**src/rtl/core/ita_pkg.sv**
```systemverilog
// Shared types, constants and helpers for the integer to padded ASCII formatter.
package ita_pkg;

	localparam int MAX_WIDTH_DEF   = 63;
	localparam int QUEUE_DEPTH_DEF = 2;
	localparam int DIGIT_BUFFER    = 12;
	localparam int TEXT_MAX        = DIGIT_BUFFER - 1;
	localparam int LEN_W           = 4;
	localparam int WIDTH_W         = 6;
	localparam int CHAR_W          = 7;
	localparam int VALUE_W         = 32;

	localparam logic [VALUE_W-1:0] DIV10_RECIP = 32'hCCCC_CCCD;
	localparam int                 DIV10_SHIFT = 35;

	localparam logic [CHAR_W-1:0] CH_ZERO    = 7'h30;
	localparam logic [CHAR_W-1:0] CH_MINUS   = 7'h2D;
	localparam logic [CHAR_W-1:0] CH_SPACE   = 7'h20;
	localparam logic [CHAR_W-1:0] CH_LOWER_A = 7'h61;
	localparam logic [CHAR_W-1:0] CH_UPPER_A = 7'h41;

	typedef enum logic [1:0] {
		MODE_SDEC = 2'd0,
		MODE_UDEC = 2'd1,
		MODE_LHEX = 2'd2,
		MODE_UHEX = 2'd3
	} mode_t;

	typedef enum logic [1:0] {
		FR_IDLE,
		FR_CONV,
		FR_SIGN,
		FR_PUSH
	} front_state_t;

	typedef struct packed {
		logic [TEXT_MAX-1:0][CHAR_W-1:0] text;
		logic [LEN_W-1:0]                len;
		logic                            lead_minus;
		logic [WIDTH_W-1:0]              pad_cnt;
		logic                            left_just;
		logic [CHAR_W-1:0]               pad_char;
	} desc_t;

	function automatic logic [CHAR_W-1:0] digit_char(input logic [3:0] d, input logic upper);
		logic [CHAR_W-1:0] res;
		if (d < 4'd10) begin
			res = CH_ZERO + CHAR_W'(d);
		end else if (upper) begin
			res = CH_UPPER_A + CHAR_W'(d) - CHAR_W'(10);
		end else begin
			res = CH_LOWER_A + CHAR_W'(d) - CHAR_W'(10);
		end
		return res;
	endfunction

endpackage

```
**src/rtl/core/ita_queue.sv**
```systemverilog
// Short descriptor queue between the front end and the character emitter.
module ita_queue
	import ita_pkg::*;
#(
	parameter int DEPTH = QUEUE_DEPTH_DEF
) (
	input  logic  clk,
	input  logic  arst_n,
	input  logic  push,
	input  desc_t push_data,
	output logic  full,
	input  logic  pop,
	output desc_t pop_data,
	output logic  not_empty
);

	localparam int PTR_W = (DEPTH > 1) ? $clog2(DEPTH) : 1;
	localparam int CNT_W = $clog2(DEPTH + 1);

	desc_t            mem_q [DEPTH];
	logic [PTR_W-1:0] wr_ptr_q;
	logic [PTR_W-1:0] rd_ptr_q;
	logic [CNT_W-1:0] cnt_q;

	assign full      = (cnt_q == CNT_W'(DEPTH));
	assign not_empty = (cnt_q != '0);
	assign pop_data  = mem_q[rd_ptr_q];

	always_ff @(posedge clk) begin
		if (push) begin
			mem_q[wr_ptr_q] <= push_data;
		end
	end

	always_ff @(posedge clk or negedge arst_n) begin
		if (!arst_n) begin
			wr_ptr_q <= '0;
			rd_ptr_q <= '0;
			cnt_q    <= '0;
		end else begin
			if (push) begin
				wr_ptr_q <= (wr_ptr_q == PTR_W'(DEPTH - 1)) ? '0 : wr_ptr_q + PTR_W'(1);
			end
			if (pop) begin
				rd_ptr_q <= (rd_ptr_q == PTR_W'(DEPTH - 1)) ? '0 : rd_ptr_q + PTR_W'(1);
			end
			if (push && !pop) begin
				cnt_q <= cnt_q + CNT_W'(1);
			end else if (pop && !push) begin
				cnt_q <= cnt_q - CNT_W'(1);
			end
		end
	end

endmodule

```
**config.mk**
```make
export PLATFORM = sky130hd
export DESIGN_NAME = ita_queue
export DESIGN_NICKNAME = d
export VERILOG_FILES = /design/src/rtl/core/ita_pkg.sv /design/src/rtl/core/ita_queue.sv
export SDC_FILE = /design/constraint.sdc
export NUM_CORES = 1
export LEC_CHECK = 0
export BUFFER_PORTS_ARGS = -buffer_cell sky130_fd_sc_hd__buf_4
export CORE_AREA = 2 2 124 126
export DETAILED_ROUTE_END_ITERATION = 12
export DIE_AREA = 0 0 126 128
export GPL_TIMING_DRIVEN = 0
export PLACE_DENSITY = 0.75
export SLEW_MARGIN = 20
export SYNTH_ARGS = -nofsm -noshare
export SYNTH_HDL_FRONTEND = slang
export SYNTH_SLANG_ARGS = --single-unit
```
**constraint.sdc**
```tcl
create_clock -name clk -period 13.4 [get_ports clk]
set_clock_uncertainty 0.15 [all_clocks]
set_input_delay 2.01 -clock clk [delete_from_list [all_inputs] [get_ports clk]]
set_output_delay 2.01 -clock clk [all_outputs]
set_load 0.005 [all_outputs]
```
# Yosys cells after proc, flatten, opt, wreduce, memory -nomap -nowiden

Memories as Yosys holds them, arrays and structs flattened.
Index checks and enable logic that the tools add are counted.

Flip-flop bits (word level): 4
Logic and storage cells: 21
Memory bits (writable): 192
Memories: 1

Memories:

| name  | words | width | rd ports | clocked after Yosys merged registers in | write ports | line            | source |
|---|---|---|---|---|---|---|---|
| mem_q | 2     | 96    | 1        | 0                                       | 1           | ita_queue.sv:20 | `desc_t mem_q [DEPTH];` |

$add $sub $neg: 4
Multiplexer cells: 6
Equality and inequality tests: 1
Reduce and logical (&&, ||, !) cells: 6

Operators with widths:

| cell                  | number |
|---|---|
| $mux W1               | 4 |
| $mux W2               | 2 |
| $reduce_bool A2 Y1    | 2 |
| $add A1 B1 Y1 const B | 2 |
| $add A2 B1 Y2 const B | 1 |
| $eq A2 B2 Y1 const B  | 1 |
| $logic_and A1 B1 Y1   | 2 |
| $logic_not A1 Y1      | 2 |
| $sub A2 B1 Y2 const B | 1 |

# Logic depth before layout (Yosys ltp)

Depth in word-level cells: 4
Depth in mapped cells: 5

# Worst setup path after synthesis

OpenSTA, ideal clock, no wires.

Kind: in2reg
Start point: input push
End point: memory mem_q[0][0] (netlist name) (enable)
Data required time: 12687 ps
Arrival: 6191 ps
Stages: 1
Slack: 6496 ps
Cell sequence: nor2b_1

Word-level cells in the longest chain between the ends: 2

RTL lines:

| item                          | line            | source |
|---|---|---|
| start, declared               | ita_queue.sv:9  | `input logic push,` |
| $mux W1                       | ita_queue.sv:30 | `if (push) begin` |
| $mux W1 (implied by the code) | ita_queue.sv:31 | `mem_q[wr_ptr_q] <= push_data;` |
| end, declared                 | ita_queue.sv:20 |  |

Every way passes these cells.

==> flow_summary.yaml <==
final_layout:
  finish.utilization_pct: 64.96
  final.fill_count: 1060
  share_of_cells_above_drive_strength_1_pct: 62.11
  final_cells: 737
  final_nets: 637
  antenna-diode-count: 0
  growth_of_design_area_from_synthesis_to_finish_pct: 33.47
floorplanning:
  initial_utilization_pct: 48.67
  design.portCount: 198
  die_height_um: 128
  floorplan.core_area_um2: 14860
  floorplan.rows: 45
  die_x_um: 126
  die_area_um2: 16130
worst_setup_path:
  timing_endpoint_of_the_critical_path: "pop_data[65]"
  rrSetupSlack_ns: 11.52
  cell_type_with_the_highest_occurrence_count_on_the_critical_path: "sky130_fd_sc_hd__buf_6"
  reg2reg_depth: 2
  crit_chain: "buf_6 > buf_6 > buf_6 > mux2_4 > buf_4"
  number_of_gates_on_the_worst_path_with_buffers_counted: 5
  timing.critical_path.required_ns: 11.24
  max_stage_delay_ns: 0.34
  timing.critical_path.buf_inv: 4
  crit_start: "rd_ptr_q"
  cp_max_delay_cell: "sky130_fd_sc_hd__dfrtp_1"
  regToRegEndpoint: "mem_q[1][51]"
  critical_path_peak_fanout: 10
  critical_path.startpoint_type: "register"
  worstSetupPathType: "register to output pin"
  critical_path_arrival_ns: 1.72
  critical-path-top-delay-family: "buffers and inverters"
  cp-end-kind: "output pin"
  rr_startpoint: "wr_ptr_q"
route:
  pre_antenna_drt_iters: 4
  route.vias.total: 3614
  route.detailed.wl_per_inst_um: 17.62
  drt.antenna.violating_nets: 0
  drt_iter0_drc: 218
  remaining_drc_errors: 0
  vias_per_cell: 4.904
  wl_um: 12990
power:
  p_int_uw: 1455
  p_comb_share_pct: 31.7
  ir_worst_vdd_mv: 0.1221
  report.power.total_uw: 1945
  share_seq_of_total_power_pct: 43.3
  power_leakage_uw: 0.003742
  pwr_density_cell_nw_per_um2: 201.5
  power.share.switching_pct: 25.21
  share_clk_of_total_power_pct: 25.1
  switching_power_uw: 490.4
clocking:
  h-tree-depth: 4
  cts_resized: 0
  post-cts-setup-buffers: 0
  cts_tree: "yes"
  clkSlewWorstSetupHoldPaths_ns: 0.07
  postCtsHoldBufs: 0
  cts-root-to-sink-buffers: 2
  cts_root_buf: "sky130_fd_sc_hd__clkbuf_16"
  clock_insertion_delay_worst_skew_ns: 0.42
  tritoncts_num_sinks: 196
  numCtsBuffers: 17
flow_run:
  timing.max_cap.violations: 0
global_routing:
  grt_residual_overflow: 0
  via_count_of_the_first_global_routing_pass: 3825
  grt_pass1_wl_um: 19730
  grt_start_max_net_pins: 54
  grt_antenna_before_repair: 0
  groute.usage.overall_pct: 16.35
hold_path:
  worstHoldPathCells: 1
  hold_path_class: "register to register"
synth:
  synth_sequential_area_ratio_pct: 81.08
  postSynthRegisterBits: 196
  ys_types: 14
  synthesis.instances: 315
  synthesis.nets: 416
  synth.yosys.warnings: 0
  syn_area_um2: 7234
  mapped_avg_cell_area_um2: 22.97
timing:
  tightest_slew_ns: 0.6538
  report.final.slew_viol_count: 0
  achievable-frequency_mhz: 257.9
  setup_violations: 0
  min_period_over_period_pct: 28.93
  hold_viol_final: 0
  period_minus_slack_ns: 3.877
  max_slew_margin_pct: 56.41
  fin_tns_setup_ns: 0
  grt_setup_unrepaired: "no"
placed_design:
  gpl.final_weighted_congestion: 0.6957
  port_buffers: 197
  place_hpwl_um: 9031
  numPlacedInstances: 705
run_status:
  status: "finished, final reports clean"
==> Yosys cell counts <==
| cell | number | area (um2) |
|---|---|---|
| sky130_fd_sc_hd__edfxtp_1 | 192 | 5766 |
| sky130_fd_sc_hd__mux2_2 | 66 | 743.2 |
| sky130_fd_sc_hd__mux2_4 | 30 | 450.4 |
| sky130_fd_sc_hd__buf_2 | 6 | 30.03 |
| sky130_fd_sc_hd__buf_6 | 5 | 56.30 |
| sky130_fd_sc_hd__dfrtp_1 | 4 | 100.1 |
| sky130_fd_sc_hd__xor2_1 | 4 | 35.03 |
| sky130_fd_sc_hd__nor2b_1 | 2 | 12.51 |
| sky130_fd_sc_hd__and2_1 | 1 | 6.260 |
| sky130_fd_sc_hd__ha_1 | 1 | 12.51 |
| sky130_fd_sc_hd__inv_1 | 1 | 3.750 |
| sky130_fd_sc_hd__nor2_1 | 1 | 3.750 |
| sky130_fd_sc_hd__or2_2 | 1 | 6.260 |
| sky130_fd_sc_hd__xnor2_1 | 1 | 8.760 |
==> state kept, by name, summed over array words and instances (netlist names) <==
register and count:
rd_ptr_q 1, mem_q 192, wr_ptr_q 1, cnt_q 2
==> power by group through the flow <==
stage,Clock (uW),Sequential (uW),Combinational [uW]
6_report,487,841,616
4_1_cts,498,843,630
2_1_floorplan,0,861,325
3_5_place_dp,0,856,627
5_1_grt,525,852,664
3_3_place_gp,0,873,596
==> worst min path at each step <==
stage / start / to / slack [ns]
floorplan: cnt_q[1] / cnt_q[1] / 0.30
global placement: wr_ptr_q / wr_ptr_q / 0.32
detailed placement: cnt_q[1] / cnt_q[1] / 0.32
CTS: cnt_q[1] / cnt_q[1] / 0.33
global route: cnt_q[1] / cnt_q[1] / 0.37
finish: cnt_q[1] / cnt_q[1] / 0.33
==> per-stage QoR <==
step / setup slack (ns) / area (um2) / hold WS, ns
global route: 9.437 / 9656 / 0.3682
CTS: 9.460 / 9656 / 0.3348
floorplan: 6.496 / 7234 / 0.2974
finish: 9.523 / 9656 / 0.3336
detailed placement: 9.807 / 9076 / 0.3210
global placement: 4.120 / 8949 / 0.3208
==> layer usage <==
metal | GRT usage (%) | vias up | part of all wire, %
met5 | 0 | - | 0
li1 | - | 1690 | -
met4 | 6.529 | 0 | 1.4
met1 | 18.72 | 1768 | 38
met2 | 26.85 | 143 | 51
met3 | 7.596 | 13 | 9.8
==> cells in the final DEF (no fill, tap or decap) <==
master                         n
sky130_fd_sc_hd__ha_1          1
sky130_fd_sc_hd__dfrtp_1       4
sky130_fd_sc_hd__and2_4        1
sky130_fd_sc_hd__or2_2         1
sky130_fd_sc_hd__buf_6         5
sky130_fd_sc_hd__clkinv_2      2
sky130_fd_sc_hd__clkbuf_16    17
sky130_fd_sc_hd__buf_8         1
sky130_fd_sc_hd__buf_12        1
sky130_fd_sc_hd__xor2_1        4
sky130_fd_sc_hd__buf_16        3
sky130_fd_sc_hd__mux2_2       66
sky130_fd_sc_hd__xnor2_1       1
sky130_fd_sc_hd__mux2_4       30
sky130_fd_sc_hd__clkinvlp_4    1
sky130_fd_sc_hd__clkbuf_8      5
sky130_fd_sc_hd__clkinv_4      3
sky130_fd_sc_hd__nor2b_4       1
sky130_fd_sc_hd__nor2_1        1
sky130_fd_sc_hd__inv_1         1
sky130_fd_sc_hd__buf_2         6
sky130_fd_sc_hd__clkbuf_1      3
sky130_fd_sc_hd__bufinv_16     1
sky130_fd_sc_hd__nor2b_1       1
sky130_fd_sc_hd__buf_4       197
sky130_fd_sc_hd__edfxtp_1    192
==> cell families after synthesis <==
group / synth area share (%)
flops: 81.08
simple gates: 0.3978
buf+inv: 1.245
mux: 16.50
xor+xnor: 0.6053
fa+ha+maj: 0.1729
==> worst reg2reg max path, delay by kind of cell, from the launching register on <==
kind                   cells  cell delay, ns
buffers and inverters      1            0.34
DFF                        1            0.42
and+or+nand+nor            1            0.61
==> final cells by class <==
| class | instances | area [um2] | area share [%] |
|---|---|---|---|
| clock buffers | 25 | 505.5 | 5.235 |
| clock inverters | 7 | 73.82 | 0.7645 |
| flip-flops and latches | 196 | 5866 | 60.75 |
| multi-input cells | 107 | 1289 | 13.35 |
| repair buffers | 202 | 1597 | 16.53 |
| plain buffers | 11 | 86.33 | 0.8941 |
| well taps | 188 | 235.2 | 2.436 |
| inverters | 1 | 3.754 | 0.03888 |
Note: power is estimated with default switching activity, not from simulation.
