`config.mk`:
```
export PLATFORM = sky130hd
export DESIGN_NAME = ita_back_flat
export DESIGN_NICKNAME = d
export VERILOG_FILES = /design/src/rtl/core/ita_pkg.sv /design/src/rtl/core/ita_text_if.sv /design/src/rtl/core/ita_back.sv /design/src/flat_wrapper.sv
export SDC_FILE = /design/constraint.sdc
export NUM_CORES = 1
export LEC_CHECK = 0
export BUFFER_PORTS_ARGS = -buffer_cell sky130_fd_sc_hd__buf_2
export CELL_PAD_IN_SITES_DETAIL_PLACEMENT = 0
export CELL_PAD_IN_SITES_GLOBAL_PLACEMENT = 1
export CORE_UTILIZATION = 38
export DETAILED_ROUTE_END_ITERATION = 10
export GPL_ROUTABILITY_DRIVEN = 0
export PLACE_DENSITY_LB_ADDON = 0.3
export SLEW_MARGIN = 40
export SYNTH_ARGS = -nofsm -noshare
export SYNTH_HDL_FRONTEND = slang
export SYNTH_SLANG_ARGS = --single-unit
```
`constraint.sdc`:
```
create_clock -name clk -period 3.6 [get_ports clk]
set_input_delay 0.36 -clock clk [delete_from_list [all_inputs] [get_ports clk]]
set_output_delay 0.36 -clock clk [all_outputs]
set_load 0.005 [all_outputs]
```
`src/rtl/core/ita_pkg.sv`:
```
// Shared types, constants and helpers for the integer to padded ASCII formatter.
package ita_pkg;

	localparam int MAX_WIDTH_DEF   = 63;
	localparam int QUEUE_DEPTH_DEF = 2;
	localparam int DIGIT_BUFFER    = 12;
	localparam int TEXT_MAX        = DIGIT_BUFFER - 1;
	localparam int LEN_W           = 4;
	localparam int WIDTH_W         = 6;
	localparam int CHAR_W          = 7;
	localparam int VALUE_W         = 32;

	localparam logic [VALUE_W-1:0] DIV10_RECIP = 32'hCCCC_CCCD;
	localparam int                 DIV10_SHIFT = 35;

	localparam logic [CHAR_W-1:0] CH_ZERO    = 7'h30;
	localparam logic [CHAR_W-1:0] CH_MINUS   = 7'h2D;
	localparam logic [CHAR_W-1:0] CH_SPACE   = 7'h20;
	localparam logic [CHAR_W-1:0] CH_LOWER_A = 7'h61;
	localparam logic [CHAR_W-1:0] CH_UPPER_A = 7'h41;

	typedef enum logic [1:0] {
		MODE_SDEC = 2'd0,
		MODE_UDEC = 2'd1,
		MODE_LHEX = 2'd2,
		MODE_UHEX = 2'd3
	} mode_t;

	typedef enum logic [1:0] {
		FR_IDLE,
		FR_CONV,
		FR_SIGN,
		FR_PUSH
	} front_state_t;

	typedef struct packed {
		logic [TEXT_MAX-1:0][CHAR_W-1:0] text;
		logic [LEN_W-1:0]                len;
		logic                            lead_minus;
		logic [WIDTH_W-1:0]              pad_cnt;
		logic                            left_just;
		logic [CHAR_W-1:0]               pad_char;
	} desc_t;

	function automatic logic [CHAR_W-1:0] digit_char(input logic [3:0] d, input logic upper);
		logic [CHAR_W-1:0] res;
		if (d < 4'd10) begin
			res = CH_ZERO + CHAR_W'(d);
		end else if (upper) begin
			res = CH_UPPER_A + CHAR_W'(d) - CHAR_W'(10);
		end else begin
			res = CH_LOWER_A + CHAR_W'(d) - CHAR_W'(10);
		end
		return res;
	endfunction

endpackage

```
`src/rtl/core/ita_text_if.sv`:
```
// Output channel: one ASCII character per item with an end-of-field mark.
interface ita_text_if;
	logic       valid;
	logic       ready;
	logic [6:0] out_char;
	logic       last;

	modport source (output valid, out_char, last, input ready);
	modport sink   (input valid, out_char, last, output ready);
endinterface

```
`src/rtl/core/ita_back.sv`:
```
// Back end: walk a field descriptor and emit one character per cycle while the output is ready.
module ita_back
	import ita_pkg::*;
(
	input  logic          clk,
	input  logic          arst_n,
	input  logic          q_valid,
	input  desc_t         q_data,
	output logic          pop,
	ita_text_if.source    text
);

	logic [TEXT_MAX-1:0][CHAR_W-1:0] text_q;
	logic                            minus_q;
	logic [WIDTH_W-1:0]              lpad_q;
	logic [LEN_W-1:0]                tlen_q;
	logic [WIDTH_W-1:0]              rpad_q;
	logic [CHAR_W-1:0]               pad_char_q;

	logic              ovalid_q;
	logic [CHAR_W-1:0] ochar_q;
	logic              olast_q;

	logic               busy;
	logic               advance;
	logic [CHAR_W-1:0]  ch;
	logic               minus_n;
	logic [WIDTH_W-1:0] lpad_n;
	logic [LEN_W-1:0]   tlen_n;
	logic [WIDTH_W-1:0] rpad_n;
	logic               shift;
	logic               last_n;

	assign busy    = minus_q || (lpad_q != '0) || (tlen_q != '0) || (rpad_q != '0);
	assign pop     = !busy && q_valid;
	assign advance = busy && (!ovalid_q || text.ready);

	always_comb begin
		minus_n = minus_q;
		lpad_n  = lpad_q;
		tlen_n  = tlen_q;
		rpad_n  = rpad_q;
		shift   = 1'b0;
		if (minus_q) begin
			ch      = CH_MINUS;
			minus_n = 1'b0;
		end else if (lpad_q != '0) begin
			ch     = pad_char_q;
			lpad_n = lpad_q - WIDTH_W'(1);
		end else if (tlen_q != '0) begin
			ch     = text_q[0];
			tlen_n = tlen_q - LEN_W'(1);
			shift  = 1'b1;
		end else begin
			ch     = pad_char_q;
			rpad_n = rpad_q - WIDTH_W'(1);
		end
		last_n = !minus_n && (lpad_n == '0) && (tlen_n == '0) && (rpad_n == '0);
	end

	always_ff @(posedge clk or negedge arst_n) begin
		if (!arst_n) begin
			minus_q  <= 1'b0;
			lpad_q   <= '0;
			tlen_q   <= '0;
			rpad_q   <= '0;
			ovalid_q <= 1'b0;
		end else begin
			if (pop) begin
				minus_q <= q_data.lead_minus;
				lpad_q  <= q_data.left_just ? '0 : q_data.pad_cnt;
				tlen_q  <= q_data.len;
				rpad_q  <= q_data.left_just ? q_data.pad_cnt : '0;
			end else if (advance) begin
				minus_q <= minus_n;
				lpad_q  <= lpad_n;
				tlen_q  <= tlen_n;
				rpad_q  <= rpad_n;
			end
			if (advance) begin
				ovalid_q <= 1'b1;
			end else if (text.ready) begin
				ovalid_q <= 1'b0;
			end
		end
	end

	always_ff @(posedge clk) begin
		if (pop) begin
			text_q     <= q_data.text;
			pad_char_q <= q_data.pad_char;
		end else if (advance && shift) begin
			text_q <= {CHAR_W'(0), text_q[TEXT_MAX-1:1]};
		end
		if (advance) begin
			ochar_q <= ch;
			olast_q <= last_n;
		end
	end

	assign text.valid    = ovalid_q;
	assign text.out_char = ochar_q;
	assign text.last     = olast_q;

endmodule

```
`src/flat_wrapper.sv`:
```
// flat-port wrapper written by rule: the top's interface ports become plain ports
module ita_back_flat import ita_pkg::*;
  (clk, arst_n, q_valid, q_data, pop, text_valid, text_out_char, text_last, text_ready);
  ita_text_if text_i ();
  input  logic clk;
  input  logic arst_n;
  input  logic q_valid;
  input  desc_t q_data;
  output logic pop;
  output wire logic [$bits(text_i.valid)-1:0] text_valid;
  output wire logic [$bits(text_i.out_char)-1:0] text_out_char;
  output wire logic [$bits(text_i.last)-1:0] text_last;
  input wire logic [$bits(text_i.ready)-1:0] text_ready;
  assign text_valid = text_i.valid;
  assign text_out_char = text_i.out_char;
  assign text_last = text_i.last;
  assign text_i.ready = text_ready;
  ita_back u_core (.clk(clk), .arst_n(arst_n), .q_valid(q_valid), .q_data(q_data), .pop(pop), .text(text_i));
endmodule
```
# [Word level (Yosys, flattened, before mapping)]
# Cells that the tools add are included.
[op_classes] reduce_logical=20 add_sub_neg=3 n_mux=27
[ops] cell="77-bit 2-to-1 mux" n=2
[ops] cell="6-bit 2-to-1 mux" n=11
[ops] cell="4-bit 2-to-1 mux" n=5
[ops] cell="7-bit 2-to-1 mux" n=2
[ops] cell="6-bit zero test" n=2
[ops] cell="6-bit nonzero test" n=2
[ops] cell="6-bit by 1-bit subtractor with 6-bit output (second input constant)" n=2
[ops] cell="1-bit 2-to-1 mux" n=7
[ops] cell="2-bit nonzero test" n=3
[ops] cell="1-bit logical AND" n=5
[ops] cell="4-bit zero test" n=1
[ops] cell="1-bit logical OR" n=4
[ops] cell="4-bit nonzero test" n=1
[ops] cell="4-bit by 1-bit subtractor with 4-bit output (second input constant)" n=1
[ops] cell="1-bit zero test" n=2
[totals] register_bits=110 out_inout_bits=10 elab_cells=69 inputBits=100

# [Longest topological paths before layout]
# Gate-level depths: netlist of the first run.
[depth] word_depth=8 ltp_mapped=11

# [Worst setup path after synthesis of the first run]
# OpenSTA, ideal clock, no wires.
[synth_path] kind="register -> register" startpoint="reg u_core.lpad_q[0]" endpoint="reg u_core.text_q[0] in the netlist's numbering, enable pin" synth_period_minus_slack_ns=3.855 setup_slack_ns=-0.255 arrival_time_ns=3.417 required_time_ns=3.163 setup_ns=0.437 stages_incl_launch_ff=10 cell_sequence="dfrtp_1 > inv_1 > ha_1 > buf_4 > nor3b_4 > and3_1 > buf_4 > nand3_2 > clkbuf_1 > nand2_1"
[synth_between] elab_chain_len=7 elab_cells_between_ends=11 classes_between="2 x mux; 9 x reduce/logical"
[synth_lines] item="from (decl)" line_no="ita_back.sv:15" text="logic [WIDTH_W-1:0] lpad_q;"
[synth_lines] item="from (signal assigned)" line_no="ita_back.sv:71" text="lpad_q <= q_data.left_just ? '0 : q_data.pad_cnt;"
[synth_lines] item="from (signal assigned)" line_no="ita_back.sv:76" text="lpad_q <= lpad_n;"
[synth_lines] item="6-bit nonzero test (*)" line_no="ita_back.sv:34, ita_back.sv:47"
[synth_lines] item="1-bit logical OR (3 in a row)" line_no="ita_back.sv:34" text="assign busy = minus_q || (lpad_q != '0) || (tlen_q != '0) || (rpad_q != '0);"
[synth_lines] item="1-bit zero test or 1-bit logical AND (tied branches)" line_no="ita_back.sv:35, ita_back.sv:36"
[synth_lines] item="1-bit logical AND, on equally long branches" line_no="ita_back.sv:35, ita_back.sv:92"
[synth_lines] item="2-bit nonzero test (no line) (*)"
[synth_lines] item="to (signal assigned)" line_no="ita_back.sv:90" text="text_q <= q_data.text;"
[synth_lines] item="to (signal assigned)" line_no="ita_back.sv:93" text="text_q <= {CHAR_W'(0), text_q[TEXT_MAX-1:1]};"
[synth_lines] item="to (decl)" line_no="ita_back.sv:13" text="logic [TEXT_MAX-1:0][CHAR_W-1:0] text_q;"
# Every way passes the cells marked *; elsewhere a longest branch is shown, timed or not.
# A chain may end at the register's enable or synchronous reset.

# [Worst setup path after layout of the first run]
[layout_path] startpoint="reg u_core.lpad_q[0]" endpoint="reg u_core.text_q[33] in the netlist's numbering, enable pin"
# Same word-level chain as after synthesis.

==> results.json, run 1 <==
{
  "ys.flop_type": "edfxtp_1",
  "async_flop_share_pct": 16.4,
  "fill_cells": 1300,
  "endpoint_kind": "register",
  "hp-start": "q_data[0]",
  "pwr-share-comb_pct": 19.3,
  "worst_pin_slew_ps": 778,
  "antenna_left": 0,
  "power_frac_seq_pct": 50.6,
  "status": "completed",
  "syn2layout_area_growth_pct": 18.9,
  "gr-total-overflow": 0,
  "fin_skew_ps": 8.25,
  "r2r-start": "u_core.lpad_q[0]$_DFFE_PN0P_",
  "clock_power_share_pct": 30.1,
  "switching_share_pct": 27.4,
  "die_x_um": 120,
  "hpwl_mm": 7.87,
  "synth.yosys.seq_area_share_pct": 61.1,
  "clock_path_buffers": 2,
  "drc": 0,
  "synthCells": 511,
  "p_leak_nw": 2.70,
  "yosysTopAreaCell": "edfxtp_1",
  "ir_worst_vdd_mv": 0.237,
  "grt_max_degree": 76,
  "numCtsBuffers": 9,
  "core_um2": 13300,
  "critical_path_required_ps": 3640,
  "grt_pass1_vias": 3728,
  "grt_pass1_wl_mm": 18.5,
  "rows": 42,
  "dr_total_vias": 3951,
  "yosys.area.top_type_share_pct": 52.6,
  "layout.nets": 717,
  "synthTopCellsByArea": "edfxtp_1 53%, nand2_1 16%, dfrtp_1 8.6%",
  "tns_ps": 0,
  "fmax_ghz": 0.342,
  "drt_first_iter_violations": 382,
  "synth-edff-count": 92,
  "crit_path_start": "u_core.lpad_q[0]$_DFFE_PN0P_",
  "min_path_type": "in2reg",
  "synth_warnings": 0,
  "setup_slack_ps": 678,
  "powerDensity_nw_per_um2": 529,
  "cts_tree": "built",
  "cp_max_fo": 29,
  "clk_pin_slew_ps": 70,
  "clk_latency_ps": 350,
  "drive_gt1_share_pct": 23.1,
  "io_pins": 110,
  "criticalPathCategory": "reg2reg",
  "finalMaxSlewViolations": 0,
  "avgViaCountPerCell": 4.97,
  "synthesis.area_um2": 5260,
  "p_sw_w": 0.000904,
  "period_share_pct": 81.2,
  "avgSynthCellArea_um2": 10.3,
  "crit_arrival_ps": 2970,
  "htreeDepth": 3,
  "syn-num-nets": 614,
  "die_area_um2": 14300,
  "clock-root-buffer": "clkbuf_16",
  "synth_commonest_cells": "230 x nand2_1, 92 x edfxtp_1, 18 x dfrtp_1",
  "max_cap_violations": 0,
  "start_util_pct": 39.4,
  "internal_power_w": 0.00240,
  "final-setup-viol-count": 0,
  "clock_sink_count": 110,
  "routed_wl_mm": 11.4,
  "finalHoldViolations": 0,
  "period_needed_ps": 2920,
  "antenna_found_initial": 0,
  "synth.most_common_cell": "nand2_1",
  "ys_ff_latch": 110,
  "antennaDiodeCount": 0,
  "postLayoutCoreUtil_pct": 46.8,
  "portBuffers": 109,
  "rsz0062_at_grt": "false",
  "grt_use_total_pct": 16.7,
  "avgRoutedWirePerCell_um": 14.3,
  "die_h_um": 120,
  "cts_resized": 0,
  "dr.pass1.iters": 6,
  "netlist-cell-type-count": 55,
  "slew_headroom_pct": 48.1,
  "crit_path_start_kind": "register",
  "post-place-ws_ps": 717
}
power by group through the flow:
stage | Sequential [W] | Clock [W] | Combinational (W)
after global routing | 0.00169 | 0.00107 | 0.000717
after floorplan | 0.00166 | 0 | 0.000462
final | 0.00167 | 0.000994 | 0.000639
after global placement | 0.00169 | 0 | 0.000623
after detailed placement | 0.00170 | 0 | 0.000634
after CTS | 0.00167 | 0.00103 | 0.000641
state kept, by name (all words and copies together) (netlist names):
signal / count
u_core.pad_char_q: 7
u_core.text.last: 1
u_core.text.out_char: 7
u_core.lpad_q: 6
u_core.text.valid: 1
u_core.text_q: 77
u_core.tlen_q: 4
u_core.minus_q: 1
u_core.rpad_q: 6
metrics by stage:
stage                     area [um2]  hold slack, ps  std cells  total power [W]
after global placement          5940             329        778          0.00232
after detailed placement        5940             335        778          0.00233
after CTS                       6250             171        795          0.00334
after global routing            6250             170        795          0.00348
after floorplan                 5260            64.4        511          0.00213
final                           6250             185        795          0.00330
logic make-up after synthesis:
group	after synthesis	share of synthesized area [%]
fa+ha+maj	3	0.714
simple gates	303	25.2
compound gates	41	5.76
mux	9	1.71
xor+xnor	8	1.33
flops	110	61.1
buf+inv	37	4.14
worst paths after layout:
check	slack, ps	to	cells after the start
setup / recovery	680	u_core.text_q[33]$_DFFE_PP_	8
hold / removal	180	u_core.pad_char_q[0]$_DFFE_PP_	1
setup reg to reg	680	u_core.text_q[33]$_DFFE_PP_	8
hold reg to reg	510	u_core.text_q[36]$_DFFE_PP_	2
max in group asynchronous	2800	u_core.tlen_q[3]$_DFFE_PN0P_	2
min in group asynchronous	480	u_core.rpad_q[2]$_DFFE_PN0P_	2
final cells by class:
type                            count  area, um2  share of cell area, %
Clock buffer                       13        250                   4.00
Inverter                           11       41.3                  0.661
Sequential cell                   110       3210                   51.4
Tap cell                          176        220                   3.52
Timing Repair Buffer              118        641                   10.2
Clock inverter                      3       43.8                  0.701
Multi-Input combinational cell    364       1840                   29.5
placed cells by master (no fill, tap or decap), drive strengths merged, types with 2 or more instances in the layout:
cell type / synthesis / layout
mux2i: 9 / 9
dfrtp: 18 / 18
xor2: 2 / 2
clkbuf: 5 / 13
a32oi: 5 / 5
nand3: 16 / 16
nor3: 9 / 9
ha: 3 / 3
o21ai: 8 / 8
o2bb2ai: 2 / 2
edfxtp: 92 / 92
a211oi: 2 / 2
nor2: 16 / 16
nand2: 230 / 230
a2111oi: 2 / 2
a21oi: 7 / 7
and2: 7 / 7
nand4: 5 / 5
o211ai: 3 / 3
buf: 21 / 117
a211o: 2 / 2
inv: 11 / 11
clkinv: 0 / 2
nor3b: 4 / 4
nor4: 6 / 6
xnor2: 6 / 6
nand2b: 3 / 3
worst max-delay path, stage by stage (launching register included):
cell and delay [ps]:
dfrtp_1 410, inv_1 120, ha_1 320, nor3b_4 220, buf_4 190, nand2_1 120
or3_1 520, nand2_4 370, buf_4 310
repair_timing:
action / 4_1_cts / 5_1_grt
setup buffers: 0 / 0
hold endpoints to repair: 18 / 0
hold buffers: 1 / 0
metal layers:
layer	track usage (%)	up-vias	share of wire, %
met1	23.2	1843	48
li1	-	1965	-
met3	3.37	16	5.2
met4	6.33	0	1.7
met2	25.6	127	45
met5	0	-	0
No activity file was read; power rests on OpenSTA's default activity.
==> run 2: changes to the inputs <==
==> constraint.sdc (replaced) <==
create_clock -name clk -period 2.65 [get_ports clk]
set_input_delay 0.265 -clock clk [delete_from_list [all_inputs] [get_ports clk]]
set_output_delay 0.265 -clock clk [all_outputs]
set_load 0.005 [all_outputs]
==> run 2 against run 1 <==
Critical path type is now reg2out. Flip-flop and latch count did not move. Cell count rose by 0.88%. Global-route usage rose by 0.26 points.
==> results.json, run 2 (synthesized netlist as in run 1, its figures left out) <==
{
  "status": "completed",
  "ir_worst_vdd_mv": 0.313,
  "clock_path_buffers": 2,
  "drc": 0,
  "p_leak_nw": 2.74,
  "crit_chain": "inv_1, ha_1, nor3b_4, nand3_4, nor3_2, buf_12, buf_2",
  "antenna_left": 0,
  "grt_pass1_vias": 3786,
  "fmax_ghz": 0.401,
  "max_cap_violations": 0,
  "rows": 42,
  "tns_ps": 0,
  "antennaDiodeCount": 0,
  "fin_cells": 802,
  "crit_path_start_kind": "register",
  "postCtsSetupBuffers": 0,
  "layout_commonest_cell": "nand2_1",
  "worst_pin_slew_ps": 707,
  "hold_slack_ps": 89.1,
  "die_x_um": 120,
  "drive_gt1_share_pct": 24.1,
  "finalHoldViolations": 0,
  "criticalPathCategory": "reg2out",
  "crit_arrival_ps": 2230,
  "clock-root-buffer": "clkbuf_16",
  "clk_pin_slew_ps": 70,
  "rsz0062_at_grt": "false",
  "crit_family": "simple AND/OR/NAND/NOR gates",
  "largest_reg_flops": 77,
  "critPathSlowestCell": "dfrtp_1",
  "avgViaCountPerCell": 4.88,
  "die_area_um2": 14300,
  "grt_max_degree": 76,
  "die_h_um": 120,
  "grt_use_total_pct": 16.9,
  "layout.nets": 726,
  "hpwl_mm": 8.23,
  "powerDensity_nw_per_um2": 693,
  "min_path_type": "in2reg",
  "period_needed_ps": 2500,
  "dr.pass1.iters": 4,
  "cts_tree": "built",
  "portBuffers": 109,
  "dr_total_vias": 3916,
  "clk_latency_ps": 350,
  "routed_wl_mm": 11.5,
  "cp_max_fo": 21,
  "cpPeakStageDelay_ps": 420,
  "largest_register": "u_core.text_q",
  "drt_first_iter_violations": 316,
  "core_um2": 13300,
  "fin_skew_ps": 5.76,
  "clock_sink_count": 110,
  "period_share_pct": 94.2,
  "syn2layout_area_growth_pct": 20.6,
  "antenna_found_initial": 0,
  "endpoint_kind": "output port",
  "avgRoutedWirePerCell_um": 14.4,
  "htreeDepth": 3,
  "gr-total-overflow": 0,
  "layout_common_cells": "229 x nand2_1, 109 x buf_2, 92 x edfxtp_1",
  "final-setup-viol-count": 0,
  "dp.cells": 787,
  "numCtsBuffers": 9,
  "grt_pass1_wl_mm": 18.6,
  "worst-path-buf-inv": 3,
  "start_util_pct": 39.4,
  "io_pins": 110,
  "finalMaxSlewViolations": 0,
  "critical_path_required_ps": 2380,
  "slew_headroom_pct": 52.5
}
[run 2: changes by cell type in the layout (fill, tap and decap cells not counted), sizes merged]
cell and delta:
buf +9, clkbuf -4, clkinv +2, bufinv -1, clkinvlp +1
[run 2: worst register-to-register path, delay by kind of cell (launching register included)]
kind	cells	cell delay [ps]
adders and majority gates	1	190
and+or+nand+nor	4	1180
buffers and inverters	2	330
DFF	1	410
[run 2: final timing paths]
path	to	startpoint	slack, ps	cells after the start
setup / recovery	pop	u_core.tlen_q[0]$_DFFE_PN0P_	150	7
hold / removal	u_core.pad_char_q[4]$_DFFE_PP_	q_data[4]	90	1
setup reg to reg	u_core.text_q[18]$_DFFE_PP_	u_core.lpad_q[0]$_DFFE_PN0P_	240	7
hold reg to reg	u_core.text_q[67]$_DFFE_PP_	u_core.text_q[74]$_SDFFCE_PN0P_	510	2
max in group asynchronous	u_core.rpad_q[1]$_DFFE_PN0P_	arst_n	1930	2
min in group asynchronous	u_core.rpad_q[5]$_DFFE_PN0P_	arst_n	400	2
[run 2: stage by stage]
step | utilization [%] | area, um2 | setup WS [ps] | power (W)
6_report | 47.5 | 6340 | 155 | 0.00440
5_1_grt | 47.5 | 6340 | 10.8 | 0.00464
4_1_cts | 47.4 | 6330 | 43.9 | 0.00443
3_5_place_dp | 45.4 | 6070 | 188 | 0.00321
3_3_place_gp | 45.4 | 6070 | 252 | 0.00320
2_1_floorplan | - | 5270 | 80.5 | 0.00289
[run 2: cell type report]
cell class	count	area (um2)
clock buffer	9	225
clock inverter	5	28.8
fill	1301	7010
inverter	11	41.3
multi-input combinational	364	1870
sequential	110	3210
tap	176	220
timing repair buffer	127	746
[run 2: timing repair]
action / 4_1_cts / 5_1_grt
endpoints found under the setup margin: 0 / 2
hold endpoints to repair: 18 / 0
hold buffers: 1 / 0
resized for setup: 0 / 2
[run 2: report_power, final]
group	switching, W	internal, W
combinational	0.000489	0.000426
clock	0.000579	0.000620
sequential	0.000162	0.00212
total	0.00123	0.00317
[run 2: metal layers]
layer / vias to the layer above / wire, um / global-route usage (%)
met1: 1833 / 5440 / 23.0
met2: 99 / 5370 / 26.0
li1: 1978 / - / -
met3: 6 / 617 / 4.37
met4: 0 / 96 / 6.09
met5: - / 0 / 0
==> run 3: changes to the inputs <==
--- a/config.mk
+++ b/config.mk
@@ -6,9 +6,7 @@
 export NUM_CORES = 1
 export LEC_CHECK = 0
 export BUFFER_PORTS_ARGS = -buffer_cell sky130_fd_sc_hd__buf_2
-export CELL_PAD_IN_SITES_DETAIL_PLACEMENT = 0
-export CELL_PAD_IN_SITES_GLOBAL_PLACEMENT = 1
-export CORE_UTILIZATION = 38
+export CORE_UTILIZATION = 40
 export DETAILED_ROUTE_END_ITERATION = 10
 export GPL_ROUTABILITY_DRIVEN = 0
 export PLACE_DENSITY_LB_ADDON = 0.3
==> run 3 against run 2 <==
First-iteration DRC count decreased by 14%. Worst setup slack got worse by 23 ps. Largest power group unchanged. Critical path type unchanged. Routed wire length decreased by 0.39%. Clock-buffer cell count increased by 2. Global-route usage increased by 0.48 points. Largest cell class unchanged. Worst hold slack improved by 2.6 ps. Critical path depth unchanged. Combinational power decreased by 1%. Sequential share of layout area increased by 0.23 points. Cell area decreased by 0.45%. Maximum frequency decreased by 0.92%. Cell count decreased by 0.50%.
==> results.json, run 3 (synthesized netlist as in run 1, its figures left out) <==
{
  "grt_use_total_pct": 17.4,
  "rrSetupSlack_ps": 140,
  "powerDensity_nw_per_um2": 696,
  "die_x_um": 117,
  "critPathSlowestCell": "dfrtp_1",
  "cp_max_fo": 21,
  "worstRegToRegCells": 7,
  "cp-endpoint": "pop",
  "avgViaCountPerCell": 4.96,
  "critical_path_required_ps": 2380,
  "clk_pin_slew_ps": 70,
  "rows": 41,
  "grt_pass1_wl_mm": 17.6,
  "drc": 0,
  "postPlaceCellArea_um2": 6030,
  "status": "completed",
  "slew_headroom_pct": 50.5,
  "r2r-start": "u_core.tlen_q[0]$_DFFE_PN0P_",
  "largest_register": "u_core.text_q",
  "ir_worst_vdd_mv": 0.289,
  "drive_gt1_share_pct": 23.5,
  "fill_cells": 1209,
  "clk_latency_ps": 350,
  "avgRoutedWirePerCell_um": 14.4,
  "fmax_ghz": 0.397,
  "layout.nets": 724,
  "postLayoutCoreUtil_pct": 49.6,
  "worst_pin_slew_ps": 737,
  "htreeDepth": 3,
  "postCtsSetupBuffers": 0,
  "numCtsBuffers": 9,
  "p_leak_nw": 2.72,
  "finalHoldViolations": 0,
  "crit_arrival_ps": 2250,
  "clock_path_buffers": 2,
  "routed_wl_mm": 11.5,
  "antennaDiodeCount": 0,
  "hold_path_depth": 1,
  "multi_input_area_um2": 1860,
  "gr-total-overflow": 0,
  "period_share_pct": 95.0,
  "min_path_type": "in2reg",
  "core_um2": 12700,
  "grt_pass1_vias": 3565,
  "hold_slack_ps": 91.8,
  "criticalPathCategory": "reg2out",
  "antenna_found_initial": 1,
  "r2r_end": "u_core.text.last$_DFFE_PP_",
  "syn2layout_area_growth_pct": 20.1,
  "max_cap_violations": 0,
  "io_pins": 110,
  "crit_path_start_kind": "register",
  "start_util_pct": 41.3,
  "period_needed_ps": 2520,
  "p_total_w": 0.00439,
  "fin_area_um2": 6310,
  "dr.pass1.iters": 4,
  "crit_path_start": "u_core.tlen_q[0]$_DFFE_PN0P_",
  "antenna_left": 0,
  "finalMaxSlewViolations": 0,
  "fin_skew_ps": 5.50,
  "clock-root-buffer": "clkbuf_16",
  "layout_commonest_cell": "nand2_1",
  "drt_first_iter_violations": 271,
  "crit_chain": "inv_1, ha_1, nor3b_4, nand3_4, nor3_2, buf_6, buf_2",
  "clock_sink_count": 110,
  "cpPeakStageDelay_ps": 410,
  "layout_common_cells": "229 x nand2_1, 109 x buf_2, 92 x edfxtp_1",
  "endpoint_kind": "output port",
  "portBuffers": 109,
  "seqCellArea_um2": 3210,
  "hpwl_mm": 8.14,
  "dr_total_vias": 3962,
  "cts_tree": "built",
  "die_area_um2": 13600,
  "grt_max_degree": 48,
  "die_h_um": 117,
  "final-setup-viol-count": 0,
  "largest_reg_flops": 77
}
run 3: power by group:
group / total, W / leakage (nW) / internal [W] / switching, W
Sequential: 0.00228 / 1.05 / 0.00212 / 0.000161
Combinational: 0.000905 / 1.55 / 0.000412 / 0.000492
Clock: 0.00121 / 0.118 / 0.000629 / 0.000579
Total: 0.00439 / 2.72 / 0.00316 / 0.00123
run 3: how the worst min path moves through the flow:
stage               slack (ps)      start                        endpoint
detailed placement         240     arst_n    u_core.rpad_q[2]$_DFFE_PN0P_
global route                80  q_data[0]  u_core.pad_char_q[0]$_DFFE_PP_
floorplan                  -30     arst_n    u_core.lpad_q[0]$_DFFE_PN0P_
global placement           230     arst_n    u_core.rpad_q[5]$_DFFE_PN0P_
finish                      90  q_data[0]  u_core.pad_char_q[0]$_DFFE_PP_
CTS                         70  q_data[1]  u_core.pad_char_q[1]$_DFFE_PP_
run 3: layout make-up:
class,count,share of cell area (%)
tap,172,3.41
multi-input combinational,364,29.5
inverter,11,0.654
clock inverter,5,0.416
clock buffer,11,3.69
timing repair buffer,125,11.4
sequential,110,50.9
run 3: timing repair:
| item | 4_1_cts | 5_1_grt |
|---|---|---|
| hold endpoints to repair | 18 | 0 |
| endpoints found under the setup margin | 0 | 2 |
| hold buffers | 1 | 0 |
| gates resized for setup | 0 | 2 |
run 3: stage by stage:
step	setup WS [ps]	TNS [ps]	std cells
finish	131	0	798
global route	-19.1	-28.2	798
CTS	9.84	0	798
detailed placement	159	0	781
global placement	269	0	781
floorplan	80.5	0	511
run 3: metal layers:
| layer | global-route usage (%) | part of all wire [%] |
|---|---|---|
| met1 | 23.0 | 44 |
| met2 | 27.0 | 47 |
| met3 | 5.66 | 7.7 |
| met4 | 5.65 | 0.97 |
| met5 | 0 | 0.11 |
run 3: worst max-delay path, delay by kind of cell, from the launching register on:
| family | cells | cell delay [ps] |
|---|---|---|
| flip-flops | 1 | 410 |
| buffers and inverters | 3 | 510 |
| adder cells (fa/ha/maj) | 1 | 220 |
| AND/OR/NAND/NOR | 3 | 770 |
